File: src/osva_pkg.sv
// Package for the orthogonal slice voxel address generator.
// Holds the register indexes, plane and view codes, and the structs passed between modules.
// No dependencies.
package osva_pkg;

    localparam int CFG_IDX_W = 3;
    localparam int CFG_DATA_W = 10;
    localparam int DIM_W = 10;
    localparam int COORD_W = 9;
    localparam int ADDR_W = 27;

    localparam logic [CFG_IDX_W-1:0] CFG_SIZE_X = 3'd0;
    localparam logic [CFG_IDX_W-1:0] CFG_SIZE_Y = 3'd1;
    localparam logic [CFG_IDX_W-1:0] CFG_SIZE_Z = 3'd2;
    localparam logic [CFG_IDX_W-1:0] CFG_VIEW_MODE = 3'd3;
    localparam logic [CFG_IDX_W-1:0] CFG_CUT_PLANE = 3'd4;
    localparam logic [CFG_IDX_W-1:0] CFG_SLICE_INDEX = 3'd5;

    localparam logic [1:0] CUT_AXIAL = 2'd0;
    localparam logic [1:0] CUT_SAGITTAL = 2'd1;
    localparam logic [1:0] CUT_CORONAL = 2'd2;

    localparam logic VIEW_RADIOLOGIST = 1'b0;
    localparam logic VIEW_NEUROSURGEON = 1'b1;

    localparam logic [DIM_W-1:0] SIZE_RESET = 10'd256;

    typedef struct packed {
        logic [DIM_W-1:0]   size_x;
        logic [DIM_W-1:0]   size_y;
        logic [DIM_W-1:0]   size_z;
        logic               view_mode;
        logic [1:0]         cut_plane;
        logic [COORD_W-1:0] slice_index;
    } t_cfg;

    typedef struct packed {
        logic [DIM_W-1:0] x;
        logic [DIM_W-1:0] y;
        logic [DIM_W-1:0] z;
        logic             ok;
    } t_vox;

endpackage

File: src/osva_cfg_regs.sv
// Configuration register file of the slice address generator.
// Depends on osva_pkg for register indexes, reset values and t_cfg.
module osva_cfg_regs (
    input  logic                             i_clk,
    input  logic                             i_rst_n,
    input  logic                             i_we,
    input  logic [osva_pkg::CFG_IDX_W-1:0]   i_index,
    input  logic [osva_pkg::CFG_DATA_W-1:0]  i_data,
    output osva_pkg::t_cfg                   o_cfg
);

    osva_pkg::t_cfg r_cfg;

    always_ff @(posedge i_clk) begin
        if (!i_rst_n) begin
            r_cfg.size_x <= osva_pkg::SIZE_RESET;
            r_cfg.size_y <= osva_pkg::SIZE_RESET;
            r_cfg.size_z <= osva_pkg::SIZE_RESET;
            r_cfg.view_mode <= osva_pkg::VIEW_RADIOLOGIST;
            r_cfg.cut_plane <= osva_pkg::CUT_AXIAL;
            r_cfg.slice_index <= '0;
        end else if (i_we) begin
            unique case (i_index)
                osva_pkg::CFG_SIZE_X:      r_cfg.size_x <= i_data;
                osva_pkg::CFG_SIZE_Y:      r_cfg.size_y <= i_data;
                osva_pkg::CFG_SIZE_Z:      r_cfg.size_z <= i_data;
                osva_pkg::CFG_VIEW_MODE:   r_cfg.view_mode <= i_data[0];
                osva_pkg::CFG_CUT_PLANE:   r_cfg.cut_plane <= i_data[1:0];
                osva_pkg::CFG_SLICE_INDEX: r_cfg.slice_index <= i_data[8:0];
                default: ;
            endcase
        end
    end

    assign o_cfg = r_cfg;

endmodule

File: src/osva_map.sv
// First pipeline stage: axis assignment, mirroring and range check of one pixel.
// Depends on osva_pkg for t_cfg, t_vox and the plane and view codes.
module osva_map #(
    parameter int MAX_DIM = 512
) (
    input  logic                          i_clk,
    input  logic                          i_rst_n,
    input  logic                          i_valid,
    input  logic [osva_pkg::COORD_W-1:0]  i_row,
    input  logic [osva_pkg::COORD_W-1:0]  i_col,
    input  osva_pkg::t_cfg                i_cfg,
    output logic                          o_valid,
    output osva_pkg::t_vox                o_vox
);

    logic                        r_valid;
    osva_pkg::t_vox              r_vox;
    osva_pkg::t_vox              n_vox;
    logic [osva_pkg::DIM_W-1:0]  w_row;
    logic [osva_pkg::DIM_W-1:0]  w_col;
    logic [osva_pkg::DIM_W-1:0]  w_slice;
    logic                        w_size_ok;

    function automatic logic [osva_pkg::DIM_W-1:0] f_orient(
        input logic [osva_pkg::DIM_W-1:0] v,
        input logic [osva_pkg::DIM_W-1:0] n,
        input logic                       m
    );
        return m ? (n - osva_pkg::DIM_W'(1) - v) : v;
    endfunction

    assign w_row = {1'b0, i_row};
    assign w_col = {1'b0, i_col};
    assign w_slice = {1'b0, i_cfg.slice_index};
    assign w_size_ok = (32'(i_cfg.size_x) <= MAX_DIM) && (32'(i_cfg.size_y) <= MAX_DIM)
                    && (32'(i_cfg.size_z) <= MAX_DIM);

    always_comb begin
        logic m_fixed;
        logic m_first;
        n_vox = '0;
        m_fixed = (i_cfg.view_mode == osva_pkg::VIEW_NEUROSURGEON);
        m_first = (i_cfg.view_mode == osva_pkg::VIEW_RADIOLOGIST);
        case (i_cfg.cut_plane)
            osva_pkg::CUT_CORONAL: begin
                n_vox.ok = w_slice < i_cfg.size_y && w_col < i_cfg.size_x
                        && w_row < i_cfg.size_z;
                n_vox.y = w_slice;
                n_vox.x = w_col;
                n_vox.z = f_orient(w_row, i_cfg.size_z, 1'b1);
            end
            osva_pkg::CUT_AXIAL: begin
                n_vox.ok = w_slice < i_cfg.size_z && w_col < i_cfg.size_x
                        && w_row < i_cfg.size_y;
                n_vox.z = f_orient(w_slice, i_cfg.size_z, m_fixed);
                n_vox.x = f_orient(w_col, i_cfg.size_x, m_fixed);
                n_vox.y = w_row;
            end
            default: begin
                n_vox.ok = w_slice < i_cfg.size_x && w_col < i_cfg.size_y
                        && w_row < i_cfg.size_z;
                n_vox.x = f_orient(w_slice, i_cfg.size_x, m_fixed);
                n_vox.y = f_orient(w_col, i_cfg.size_y, m_first);
                n_vox.z = f_orient(w_row, i_cfg.size_z, 1'b1);
            end
        endcase
        n_vox.ok = n_vox.ok && w_size_ok;
        if (!n_vox.ok) begin
            n_vox = '0;
        end
    end

    always_ff @(posedge i_clk) begin
        if (!i_rst_n) begin
            r_valid <= 1'b0;
        end else begin
            r_valid <= i_valid;
        end
    end

    always_ff @(posedge i_clk) begin
        if (i_valid) begin
            r_vox <= n_vox;
        end
    end

    assign o_valid = r_valid;
    assign o_vox = r_vox;

endmodule

File: src/osva_addr.sv
// Stages two to four: linear address z*size_y*size_x + y*size_x + x; the multiplies sit in stages two and three.
// Depends on osva_pkg for t_cfg, t_vox and the field widths.
module osva_addr (
    input  logic                          i_clk,
    input  logic                          i_rst_n,
    input  logic                          i_valid,
    input  osva_pkg::t_vox                i_vox,
    input  osva_pkg::t_cfg                i_cfg,
    output logic                          o_valid,
    output osva_pkg::t_vox                o_vox,
    output logic [osva_pkg::ADDR_W-1:0]   o_addr
);

    localparam int PROD_W = 2 * osva_pkg::DIM_W;
    localparam int ZP_W = 3 * osva_pkg::DIM_W;

    logic [2:0]                       r_valid;
    osva_pkg::t_vox                   r2_vox;
    osva_pkg::t_vox                   r3_vox;
    osva_pkg::t_vox                   r4_vox;
    logic [PROD_W-1:0]                r2_yx;
    logic [PROD_W-1:0]                r2_sxy;
    logic [osva_pkg::ADDR_W-1:0]      r3_zp;
    logic [PROD_W:0]                  r3_lo;
    logic [osva_pkg::ADDR_W-1:0]      r4_addr;
    logic [PROD_W-1:0]                w_yx;
    logic [PROD_W-1:0]                w_sxy;
    logic [ZP_W-1:0]                  w_zp;

    assign w_yx = i_vox.y * i_cfg.size_x;
    assign w_sxy = i_cfg.size_y * i_cfg.size_x;
    assign w_zp = r2_vox.z * r2_sxy;

    always_ff @(posedge i_clk) begin
        if (!i_rst_n) begin
            r_valid <= '0;
        end else begin
            r_valid <= {r_valid[1:0], i_valid};
        end
    end

    always_ff @(posedge i_clk) begin
        if (i_valid) begin
            r2_vox <= i_vox;
            r2_yx <= w_yx;
            r2_sxy <= w_sxy;
        end
        if (r_valid[0]) begin
            r3_vox <= r2_vox;
            r3_zp <= w_zp[osva_pkg::ADDR_W-1:0];
            r3_lo <= {1'b0, r2_yx} + (PROD_W + 1)'(r2_vox.x);
        end
        if (r_valid[1]) begin
            r4_vox <= r3_vox;
            r4_addr <= r3_zp + osva_pkg::ADDR_W'(r3_lo);
        end
    end

    assign o_valid = r_valid[2];
    assign o_vox = r4_vox;
    assign o_addr = r4_addr;

endmodule

File: src/orthogonal_slice_voxel_address.sv
// Orthogonal slice voxel address generator, top level.
// Depends on osva_pkg, osva_cfg_regs, osva_map and osva_addr.
//
// Usage:
//   Configuration: write a register through i_cfg_valid / o_cfg_ready with its index
//   on i_cfg_index (0 size_x, 1 size_y, 2 size_z, 3 view_mode, 4 cut_plane,
//   5 slice_index) and the value on i_cfg_data. Write only while no item is in flight.
//   Items: raise start with i_row / i_col; an item is taken at each clock edge with
//   start high and busy low. busy is low whenever reset is released, so one pixel
//   per clock is taken.
//   Results: o_strobe is high for one cycle with voxel x, y, z, the linear address
//   and o_in_range. Throughput is 1 item per cycle. An item passes through four
//   register stages: mapping and range check, then the y*size_x and size_y*size_x
//   multiplies, then the z multiply and the x add, then the final add.
//   Out-of-range pixels give o_in_range low and all other fields zero.
//   Reset: synchronous on i_rst_n; registers return to their reset values and every
//   item in flight is dropped. The receiver cannot stall; results are never held.
module orthogonal_slice_voxel_address #(
    parameter int MAX_DIM = 512
) (
    input  logic                             i_clk,
    input  logic                             i_rst_n,
    input  logic                             start,
    output logic                             busy,
    input  logic [osva_pkg::COORD_W-1:0]     i_row,
    input  logic [osva_pkg::COORD_W-1:0]     i_col,
    input  logic                             i_cfg_valid,
    output logic                             o_cfg_ready,
    input  logic [osva_pkg::CFG_IDX_W-1:0]   i_cfg_index,
    input  logic [osva_pkg::CFG_DATA_W-1:0]  i_cfg_data,
    output logic                             o_strobe,
    output logic [osva_pkg::COORD_W-1:0]     o_voxel_x,
    output logic [osva_pkg::COORD_W-1:0]     o_voxel_y,
    output logic [osva_pkg::COORD_W-1:0]     o_voxel_z,
    output logic [osva_pkg::ADDR_W-1:0]      o_voxel_address,
    output logic                             o_in_range
);

    osva_pkg::t_cfg  w_cfg;
    osva_pkg::t_vox  w_map_vox;
    osva_pkg::t_vox  w_out_vox;
    logic            w_map_valid;
    logic            w_accept;

    assign busy = ~i_rst_n;
    assign o_cfg_ready = i_rst_n;
    assign w_accept = start & ~busy;

    osva_cfg_regs u_cfg (
        .i_clk   (i_clk),
        .i_rst_n (i_rst_n),
        .i_we    (i_cfg_valid & o_cfg_ready),
        .i_index (i_cfg_index),
        .i_data  (i_cfg_data),
        .o_cfg   (w_cfg)
    );

    osva_map #(
        .MAX_DIM (MAX_DIM)
    ) u_map (
        .i_clk   (i_clk),
        .i_rst_n (i_rst_n),
        .i_valid (w_accept),
        .i_row   (i_row),
        .i_col   (i_col),
        .i_cfg   (w_cfg),
        .o_valid (w_map_valid),
        .o_vox   (w_map_vox)
    );

    osva_addr u_addr (
        .i_clk   (i_clk),
        .i_rst_n (i_rst_n),
        .i_valid (w_map_valid),
        .i_vox   (w_map_vox),
        .i_cfg   (w_cfg),
        .o_valid (o_strobe),
        .o_vox   (w_out_vox),
        .o_addr  (o_voxel_address)
    );

    assign o_voxel_x = w_out_vox.x[osva_pkg::COORD_W-1:0];
    assign o_voxel_y = w_out_vox.y[osva_pkg::COORD_W-1:0];
    assign o_voxel_z = w_out_vox.z[osva_pkg::COORD_W-1:0];
    assign o_in_range = w_out_vox.ok;

`ifndef SYNTHESIS
    a_latency: assert property (@(posedge i_clk) disable iff (!i_rst_n)
        w_accept |-> ##4 o_strobe)
        else $error("item accepted without a result four cycles later");

    a_no_phantom: assert property (@(posedge i_clk) disable iff (!i_rst_n)
        o_strobe |-> $past(w_accept, 4))
        else $error("result strobe without an accepted item");

    a_zero_out: assert property (@(posedge i_clk) disable iff (!i_rst_n)
        (o_strobe && !o_in_range) |-> (o_voxel_address == '0 && o_voxel_x == '0
            && o_voxel_y == '0 && o_voxel_z == '0))
        else $error("out-of-range result carries nonzero fields");

    a_coord_bound: assert property (@(posedge i_clk) disable iff (!i_rst_n)
        (o_strobe && o_in_range) |-> (w_out_vox.x < w_cfg.size_x
            && w_out_vox.y < w_cfg.size_y && w_out_vox.z < w_cfg.size_z))
        else $error("in-range result outside the volume");
`endif

endmodule
File: config.mk
export PLATFORM = sky130hd
export DESIGN_NAME = orthogonal_slice_voxel_address
export DESIGN_NICKNAME = d
export VERILOG_FILES = /design/src/osva_pkg.sv /design/src/osva_cfg_regs.sv /design/src/osva_map.sv /design/src/osva_addr.sv /design/src/orthogonal_slice_voxel_address.sv
export SDC_FILE = /design/constraint.sdc
export NUM_CORES = 1
export LEC_CHECK = 0
export BUFFER_PORTS_ARGS = -buffer_cell sky130_fd_sc_hd__buf_4
export CAP_MARGIN = 10
export CORE_MARGIN = 1.5
export CORE_UTILIZATION = 40
export CTS_CLUSTER_DIAMETER = 50
export CTS_CLUSTER_SIZE = 40
export DETAILED_ROUTE_END_ITERATION = 8
export GPL_TIMING_DRIVEN = 0
export PLACE_DENSITY_LB_ADDON = 0.2
export SLEW_MARGIN = 20
export SYNTH_ARGS = -nofsm -noshare
export SYNTH_HDL_FRONTEND = slang
export SYNTH_SLANG_ARGS = --single-unit
File: constraint.sdc
create_clock -name i_clk -period 7.3 [get_ports i_clk]
set_input_delay 0.365 -clock i_clk [delete_from_list [all_inputs] [get_ports i_clk]]
set_output_delay 0.365 -clock i_clk [all_outputs]
set_load 0.02 [all_outputs]
Word level (Yosys, flattened, before mapping)

Index checks and enable logic that the tools add are counted.

Word-level logic and storage cells: 84
Flip-flop bits (word level): 278

Order comparisons: 10
Eq/ne operators: 6
Multiplexer cells: 6
Bitwise gates (word level): 3
$add $sub $neg: 10
Reduce and logical (&&, ||, !) cells: 17
Multipliers: 3

Operators with widths:

| cell                    | number |
|---|---|
| $lt A9 B10 Y1           | 7 |
| $pmux W31 S2            | 1 |
| $sub A10 B9 Y10         | 5 |
| $mul A10 B10 Y20        | 2 |
| $mux W10                | 4 |
| $le A10 B10 Y1 const B  | 3 |
| $sub A10 B1 Y10 const B | 3 |
| $add A27 B21 Y27        | 1 |
| $mul A10 B20 Y27        | 1 |
| $add A20 B10 Y21        | 1 |
| $reduce_and A2 Y1       | 6 |
| $logic_and A1 B1 Y1     | 9 |
| $eq A3 B2 Y1 const B    | 2 |
| $eq A3 B3 Y1 const B    | 2 |
| $eq A3 B1 Y1 const B    | 1 |
| $logic_not A3 Y1        | 1 |
| $and A1 B1 Y1           | 2 |
| $eq A2 B2 Y1 const B    | 1 |
| $logic_not A2 Y1        | 1 |
| $mux W1                 | 1 |
| $not A1 Y1              | 1 |

Logic depth before layout (Yosys ltp)

Gate-level depths: netlist (run 1).

Depth in word-level cells: 6
Gate-level depth with buffers: 22
Mapped depth without buffers: 21

Cells and area by module

A second synthesis (run 1) with hierarchy kept.

Cell total of the unflattened synthesis: 2729
Area total of the unflattened synthesis: 27473.8 um^2

Modules (own cells, without submodules):

| module                         | times used | area an instance (um^2) | cells each | sequential area each (um^2) |
|---|---|---|---|---|
| osva_addr                      | 1          | 20465.9                 | 1926       | 6306.0 |
| osva_map                       | 1          | 5376.4                  | 643        | 950.9 |
| osva_cfg_regs                  | 1          | 1607.8                  | 156        | 840.8 |
| orthogonal_slice_voxel_address | 1          | 23.8                    | 4          | 0.0 |

Worst setup path after synthesis (run 1)

Ideal clock, no wire load.

Path type: register to register
Start: register u_addr.r2_vox[2] (netlist bit)
End: register u_addr.r3_zp[23] (netlist bit), data pin
Data required time: 7040 ps
Slack: 1812 ps
Arrival: 5228 ps
Stages on the path, launching flop included: 23
Path buffers: 1
Setup time: 260 ps
Path through: edfxtp_1 > clkbuf_1 > nand2_1 > fa_1 > inv_1 > fa_1 > inv_1 > fa_1 > inv_1 > fa_1 > inv_1 > fa_1 > inv_1 > ha_1 > a21o_1 > a21oi_1 > o211ai_1 > o31a_1 > o31ai_2 > o21bai_1 > o21a_1 > nor2_1 > xnor2_1

Cells in the longest elaborated chain, start to end: 1

Ends and longest elaborated chain:

| element                   | line            | RTL |
|---|---|---|
| start, declared           | osva_addr.sv:18 | `osva_pkg::t_vox r2_vox;` |
| start signal, assigned    | osva_addr.sv:44 | `r2_vox <= i_vox;` |
| $mul A10 B20 Y27          | osva_addr.sv:32 | `assign w_zp = r2_vox.z * r2_sxy;` |
| named net u_addr.w_zp[23] | osva_addr.sv:28 | `logic [ZP_W-1:0] w_zp;` |
| end signal, assigned      | osva_addr.sv:50 | `r3_zp <= w_zp[osva_pkg::ADDR_W-1:0];` |
| end, declared             | osva_addr.sv:23 | `logic [osva_pkg::ADDR_W-1:0] r3_zp;` |

The timed path passes the listed nets, and every way through them passes these cells.
A chain may end at the register's enable or synchronous reset.

Worst setup path after layout (run 1)

Start: register u_cfg.r_cfg (netlist bit u_cfg.o_cfg[38])
End: register u_addr.r2_sxy[19], data pin

Cells in the longest elaborated chain, start to end: 1

Ends and longest elaborated chain:

| element                    | line                | RTL |
|---|---|---|
| start, declared            | osva_cfg_regs.sv:12 | `osva_pkg::t_cfg r_cfg;` |
| $mul A10 B10 Y20           | osva_addr.sv:31     | `assign w_sxy = i_cfg.size_y * i_cfg.size_x;` |
| named net u_addr.w_sxy[19] | osva_addr.sv:27     | `logic [PROD_W-1:0] w_sxy;` |
| end signal, assigned       | osva_addr.sv:46     | `r2_sxy <= w_sxy;` |
| end, declared              | osva_addr.sv:22     | `logic [PROD_W-1:0] r2_sxy;` |

The timed path passes the listed nets, and every way through them passes these cells.

==> out/metrics.yaml, run 1 <==
power:
  pwr-share-seq_pct: 30.8
  p_switching_w: 0.00230
  ir_drop_mv: 0.160
  p_int_w: 0.00415
  power_frac_comb_pct: 36.8
  finalPower_w: 0.00646
  p_per_area_mw_per_mm2: 215
  power_switching_share_pct: 35.7
  leakagePower_nw: 13.6
  power_frac_clock_pct: 32.4
placement:
  globalplace.congestion: 0.921
  dp_cells: 3630
  port_buffers: 92
  post-dp-hpwl_um: 56500
timing:
  worst_pin_slew_ps: 890
  final_max_slew_viol_count: 0
  hold_viol_final: 0
  clock.fmax_mhz: 149
  period_needed_ps: 6700
  finalSetupViolations: 0
  max_slew_margin_pct: 40.7
  finClkSkew_ps: 69.9
  fin_setup_tns_ps: 0
  hold_slack_ps: 48.0
  post-route-period-util_pct: 91.8
  grt_setup_unrepaired: "no"
finish:
  syn2layout_area_growth_pct: 12.7
  nFillCells: 6302
  fin_cells: 3706
  drive_above_1_share_pct: 6.86
  finalNetCount: 3415
floorplan:
  initial_core_util_pct: 40.5
  ios: 93
  fp-row-count: 94
  core_area_mm2: 0.0659
  dieHeight_um: 261
  die-area_mm2: 0.0683
  die_w_um: 261
global_routing:
  antenna_found_initial: 1
  grt_first_pass_wirelength_um: 110000
  grt_max_degree: 58
  gr-usage-all-layers_pct: 21.0
  grt_pass1_vias: 20100
  grt_overflow: 0
clocking:
  cts_buffers: 40
  clk_latency_ps: 610
  cts-htree-levels: 2
  tritoncts: "yes"
  clock-sinks: 278
  clk_pin_slew_ps: 50
  cts.path.max_buffers: 3
  root_buffer: "clkbuf_16"
worst_setup_path:
  critPathMaxFanout: 10
  slowest_delay_ps: 650
  arrival_ps: 7040
  critPathKind: "reg2reg"
  rrSetupSlack_ps: 600
  crit_path_top_delay_cell: "clkbuf_1"
  path_common_cell: "fa_1"
  worst_setup_path_end_kind: "register"
  cp_cell_sequence: "clkbuf_1 > clkbuf_1 > nand2_1 > fa_1 > inv_1 > ha_1 > inv_1 > fa_1 > fa_1 > inv_1 > fa_1 > ha_1 > or3_1 > o21bai_1 > o211ai_1 > a31oi_1 > nor2b_1 > o21a_1 > o41a_1 > xnor2_1"
  start_kind: "register"
  cp.required_ps: 7630
detailed_routing:
  drt_wl_total_um: 69300
  postRouteAntennaNets: 0
  first_pass_iters: 5
  drc: 0
  num_vias: 19000
  drt_first_iter_violations: 945
  viasPerCell: 5.14
  routedWlPerCell_um: 18.7
yosys:
  yosysWarnings: 0
  synth_edf_count: 232
  async_reset_ff_share_pct: 0
  netlist-cell-type-count: 70
  synth_nets: 3276
  syn_area_per_cell_um2: 10.0
  synthFlopType: "edfxtp_1"
  yosys_register_bits: 278
  netlist_area_mm2: 0.0267
  synth_cells: 2670
  ys_seq_area_share_pct: 29.5
status:
  outcome: "completed"
job:
  maxCapViolCount: 0
hold_path:
  min_path_type: "in2reg"
state kept, by name (all words and copies together), names as in the netlist:
name,cells
u_addr.o_addr,27
u_addr.r2_yx,20
u_addr.r3_zp,27
u_addr.r3_lo,21
u_map.o_vox,31
u_addr.r2_sxy,20
u_cfg.o_cfg,42
u_addr.r_valid,3
u_addr.r2_vox,30
u_addr.r3_vox,28
u_addr.o_vox,28
u_map.o_valid,1
power by group through the flow:
| stage | registers, W | logic, W | clock network [W] |
|---|---|---|---|
| final | 0.00199 | 0.00238 | 0.00209 |
| after global routing | 0.00200 | 0.00271 | 0.00220 |
| after CTS | 0.00199 | 0.00238 | 0.00214 |
| after detailed placement | 0.00203 | 0.00236 | 0 |
| after global placement | 0.00204 | 0.00229 | 0 |
| after floorplan | 0.00203 | 0.00180 | 0 |
worst max-delay path, delay by kind of cell, from the launching register on:
| family | cells | cell delay [ps] |
|---|---|---|
| compound gates | 5 | 1320 |
| fa+ha+maj | 6 | 2570 |
| xor+xnor | 1 | 300 |
| buf+inv | 5 | 1350 |
| flops | 1 | 340 |
| simple gates | 3 | 570 |
per-layer routing:
layer / vias up / track usage [%] / wire length (µm)
li1: 9065 / - / -
met1: 9414 / 27.6 / 31200
met2: 448 / 35.9 / 33000
met3: 118 / 2.63 / 2990
met4: 0 / 6.63 / 2050
met5: - / 0 / 0
through the flow:
| step | utilization (%) | cell area, µm² | setup WS (ps) |
|---|---|---|---|
| after detailed placement | 43.4 | 28600 | 707 |
| after floorplan | - | 26700 | 1810 |
| after global routing | 45.7 | 30100 | 300 |
| final | 45.7 | 30100 | 596 |
| after global placement | 43.2 | 28500 | 739 |
| after CTS | 45.7 | 30100 | 617 |
cell families (layout without fill, tap and decap cells):
family,count (synthesis),in the layout,share of synthesized area [%]
XOR/XNOR,149,149,4.89
adder cells (fa/ha/maj),571,571,34.4
flip-flops,278,278,29.5
AND/OR/NAND/NOR,752,752,13.6
multiplexers,50,50,1.88
AO/OA/AOI/OAI,358,358,8.52
other,0,1,0
buffers and inverters,512,683,7.22
placed cells by master (no fill, tap or decap), types with 6 or more instances in the layout:
cell,count
o21ai_0,57
a21boi_0,6
edfxtp_1,232
buf_4,93
a31oi_1,11
o21bai_1,15
a21oi_1,109
o211ai_1,6
nor3_1,25
inv_1,401
a211oi_1,40
clkbuf_1,100
nand2_1,262
a21o_1,40
clkbuf_16,40
or2_2,7
nand3_1,32
o22ai_1,9
o21a_1,25
clkinv_8,7
xnor2_1,118
xor2_1,31
mux2i_1,48
nor2_1,161
ha_1,300
fa_1,271
nand2b_1,17
nor2b_1,23
and3_1,14
or3_1,13
o21ai_1,8
nand4_1,6
dfxtp_1,43
and2_1,168
cell usage after synthesis (all sizes together) (23+ instances only):
library cell,number,area (µm²)
ha,300,3750
a21o,40,300
nand2,262,983
clkbuf,99,372
mux2i,48,480
inv,406,1520
fa,271,5430
nor2b,23,144
a211oi,40,300
nand3,32,160
dfxtp,46,921
xnor2,118,1030
and2,169,1060
edfxtp,232,6970
o21ai,65,325
a21oi,109,546
nor2,161,604
o21a,25,188
xor2,31,272
nor3,26,135
repair_timing:
action,4_1_cts,5_1_grt
buffers inserted,0,0
endpoints found under the hold margin,1,0
hold buffers,1,0
gates resized for setup,0,0
worst paths after layout:
path	startpoint	endpoint	cells after the start
max	u_cfg.o_cfg[38]	u_addr.r2_sxy[19]	20
max reg2reg	u_cfg.o_cfg[38]	u_addr.r2_sxy[19]	20
min	i_cfg_data[9]	u_cfg.o_cfg[31]	3
min reg2reg	u_addr.r3_vox[8]	u_addr.o_vox[8]	0
cell type report:
cell class                      instances  area [µm²]  share of cell area (%)
Antenna cell                            1        2.50                 0.00832
Buffer                                105         400                    1.33
Clock buffer                           42        1020                    3.38
Clock inverter                         32         483                    1.60
Inverter                              407        1530                    5.08
Multi-Input combinational cell       1880       16900                    56.1
Sequential cell                       278        7900                    26.2
Tap cell                              864        1080                    3.59
Timing Repair Buffer                   97         796                    2.64
Power figures use the tool's default switching activity.
==> run 2: changes to the inputs <==
--- a/config.mk
+++ b/config.mk
@@ -5,16 +5,15 @@
 export SDC_FILE = /design/constraint.sdc
 export NUM_CORES = 1
 export LEC_CHECK = 0
-export BUFFER_PORTS_ARGS = -buffer_cell sky130_fd_sc_hd__buf_4
 export CAP_MARGIN = 10
 export CORE_MARGIN = 1.5
 export CORE_UTILIZATION = 40
 export CTS_CLUSTER_DIAMETER = 50
 export CTS_CLUSTER_SIZE = 40
 export DETAILED_ROUTE_END_ITERATION = 8
+export DONT_BUFFER_PORTS = 1
 export GPL_TIMING_DRIVEN = 0
-export PLACE_DENSITY_LB_ADDON = 0.2
-export SLEW_MARGIN = 20
+export SLEW_MARGIN = 30
 export SYNTH_ARGS = -nofsm -noshare
 export SYNTH_HDL_FRONTEND = slang
 export SYNTH_SLANG_ARGS = --single-unit
==> run 2 against run 1 <==
Largest power group unchanged. Sequential power is essentially flat. Clock skew down 19 ps. Combinational power is 3% lower. Critical path depth stayed put. Final area decreased by 2.6%.
==> out/metrics.yaml, run 2 (same netlist as run 1, synthesis figures left out) <==
power:
  leakagePower_nw: 13.1
  ir_drop_mv: 0.142
  finalPower_w: 0.00623
  p_per_area_mw_per_mm2: 212
floorplan:
  initial_core_util_pct: 40.5
  core_area_mm2: 0.0659
  die-area_mm2: 0.0683
  fp-row-count: 94
  dieHeight_um: 261
  die_w_um: 261
  ios: 93
worst_setup_path:
  critPathMaxFanout: 10
  r2r-start: "u_cfg.o_cfg[38]"
  start_kind: "register"
  worst_setup_path_end_kind: "register"
  arrival_ps: 6870
  cp-startpoint: "u_cfg.o_cfg[38]"
  cp.required_ps: 7620
  critPathKind: "reg2reg"
global_routing:
  busiest_layer: "met2"
  met1_usage_pct: 26.5
  grt_max_degree: 54
  antenna_found_initial: 1
  grt_first_pass_wirelength_um: 108000
  grt_overflow: 0
  grt_pass1_vias: 19900
  grt_use_met3_pct: 2.96
  gr-usage-all-layers_pct: 20.4
  use_met2_pct: 34.9
placement:
  globalplace.congestion: 0.934
  dp_cells: 3537
  post-dp-hpwl_um: 54100
  dpl_cell_area_mm2: 0.0279
  port_buffers: 0
detailed_routing:
  drt_first_iter_violations: 1127
  postRouteAntennaNets: 0
  viasPerCell: 5.21
  drc: 0
  drt_wl_total_um: 67400
  num_vias: 18900
  routedWlPerCell_um: 18.6
  first_pass_iters: 6
timing:
  grt_setup_unrepaired: "no"
  finalSetupViolations: 0
  fin_setup_tns_ps: 0
  post-route-period-util_pct: 89.7
  hold_viol_final: 0
  finClkSkew_ps: 51.1
  final_max_slew_viol_count: 0
  period_needed_ps: 6550
  clock.fmax_mhz: 153
  worst_pin_slew_ps: 902
  max_slew_margin_pct: 39.9
finish:
  finalCoreUtilization_pct: 44.5
  multiInputGateArea_mm2: 0.0169
  syn2layout_area_growth_pct: 9.80
  nFillCells: 6220
  fin_cells: 3616
  drive_above_1_share_pct: 3.49
  final_common_cell: "inv_1"
  final_area_mm2: 0.0293
  final_cell_mix: "inv_1 (401), ha_1 (300), fa_1 (271)"
  finalNetCount: 3330
  seq_area_mm2: 0.00790
  largest_reg_flops: 42
hold_path:
  hp-start: "i_cfg_index[2]"
  min_path_type: "in2reg"
clocking:
  clock-sinks: 278
  root_buffer: "clkbuf_16"
  tritoncts: "yes"
  cts_buffers: 38
  clk_latency_ps: 590
  clk_pin_slew_ps: 60
  cts-htree-levels: 2
  cts_resized: 0
  post_cts_buffers: 0
  cts.path.max_buffers: 3
status:
  outcome: "completed"
job:
  maxCapViolCount: 0
[run 2: changes by cell type in the layout (fill, tap and decap cells not counted), sizes merged]
cell         before  now
buf             102    9
bufinv            2    1
clkbuf          141  138
clkinv           14   13
clkinvlp          4    3
dlygate4sd3       1   11
inv             419  418
[run 2: worst max-delay path: stages, from the launching register on]
cell and delay [ps]:
dfxtp_1 370, clkbuf_1 660, clkbuf_1 520, nand2_1 180, fa_1 560, inv_1 40, ha_1 260, inv_1 50
fa_1 510, fa_1 550, inv_1 50, fa_1 470, ha_1 230, or3_1 310, o21bai_1 340, o211ai_1 150
a31oi_1 270, nor2b_1 80, o21a_1 190, o41a_1 320, xnor2_1 160
[run 2: area by class of cell]
cell class	instances	share of cell area, %
Antenna cell	1	0.00854
Multi-Input combinational cell	1880	57.6
Tap cell	864	3.69
Clock inverter	28	1.26
Inverter	407	5.21
Clock buffer	39	3.29
Sequential cell	278	26.9
Timing Repair Buffer	14	0.632
Buffer	105	1.37
[run 2: path summary, 6_finish.rpt]
path         cells past startpoint                 to  slack (ps)
min reg2reg                      0  u_addr.r3_vox[11]         420
max reg2reg                     20  u_addr.r2_sxy[19]         750
max                             20  u_addr.r2_sxy[19]         750
min                              3    u_cfg.o_cfg[11]          50
[run 2: what timing repair did]
action | in CTS | in global routing
setup endpoints to repair | 0 | 0
hold buffers | 11 | 0
hold endpoints to repair | 40 | 0
[run 2: stage by stage]
stage / hold slack [ps] / setup WS [ps]
2_1_floorplan: 400 / 1810
3_3_place_gp: 402 / 841
3_5_place_dp: 405 / 800
4_1_cts: 16.7 / 775
5_1_grt: 58.0 / 358
6_report: 51.7 / 749
[run 2: power by group]
group	switching, W	internal (W)	leakage (nW)
clock	0.000839	0.00107	0.641
sequential	0.0000708	0.00194	2.53
combinational	0.00131	0.00100	9.93
[run 2: routing by layer]
layer / up-vias / wire length [µm]
li1: 8900 / -
met1: 9365 / 29800
met2: 493 / 32100
met3: 99 / 3460
met4: 0 / 2050
met5: - / 0
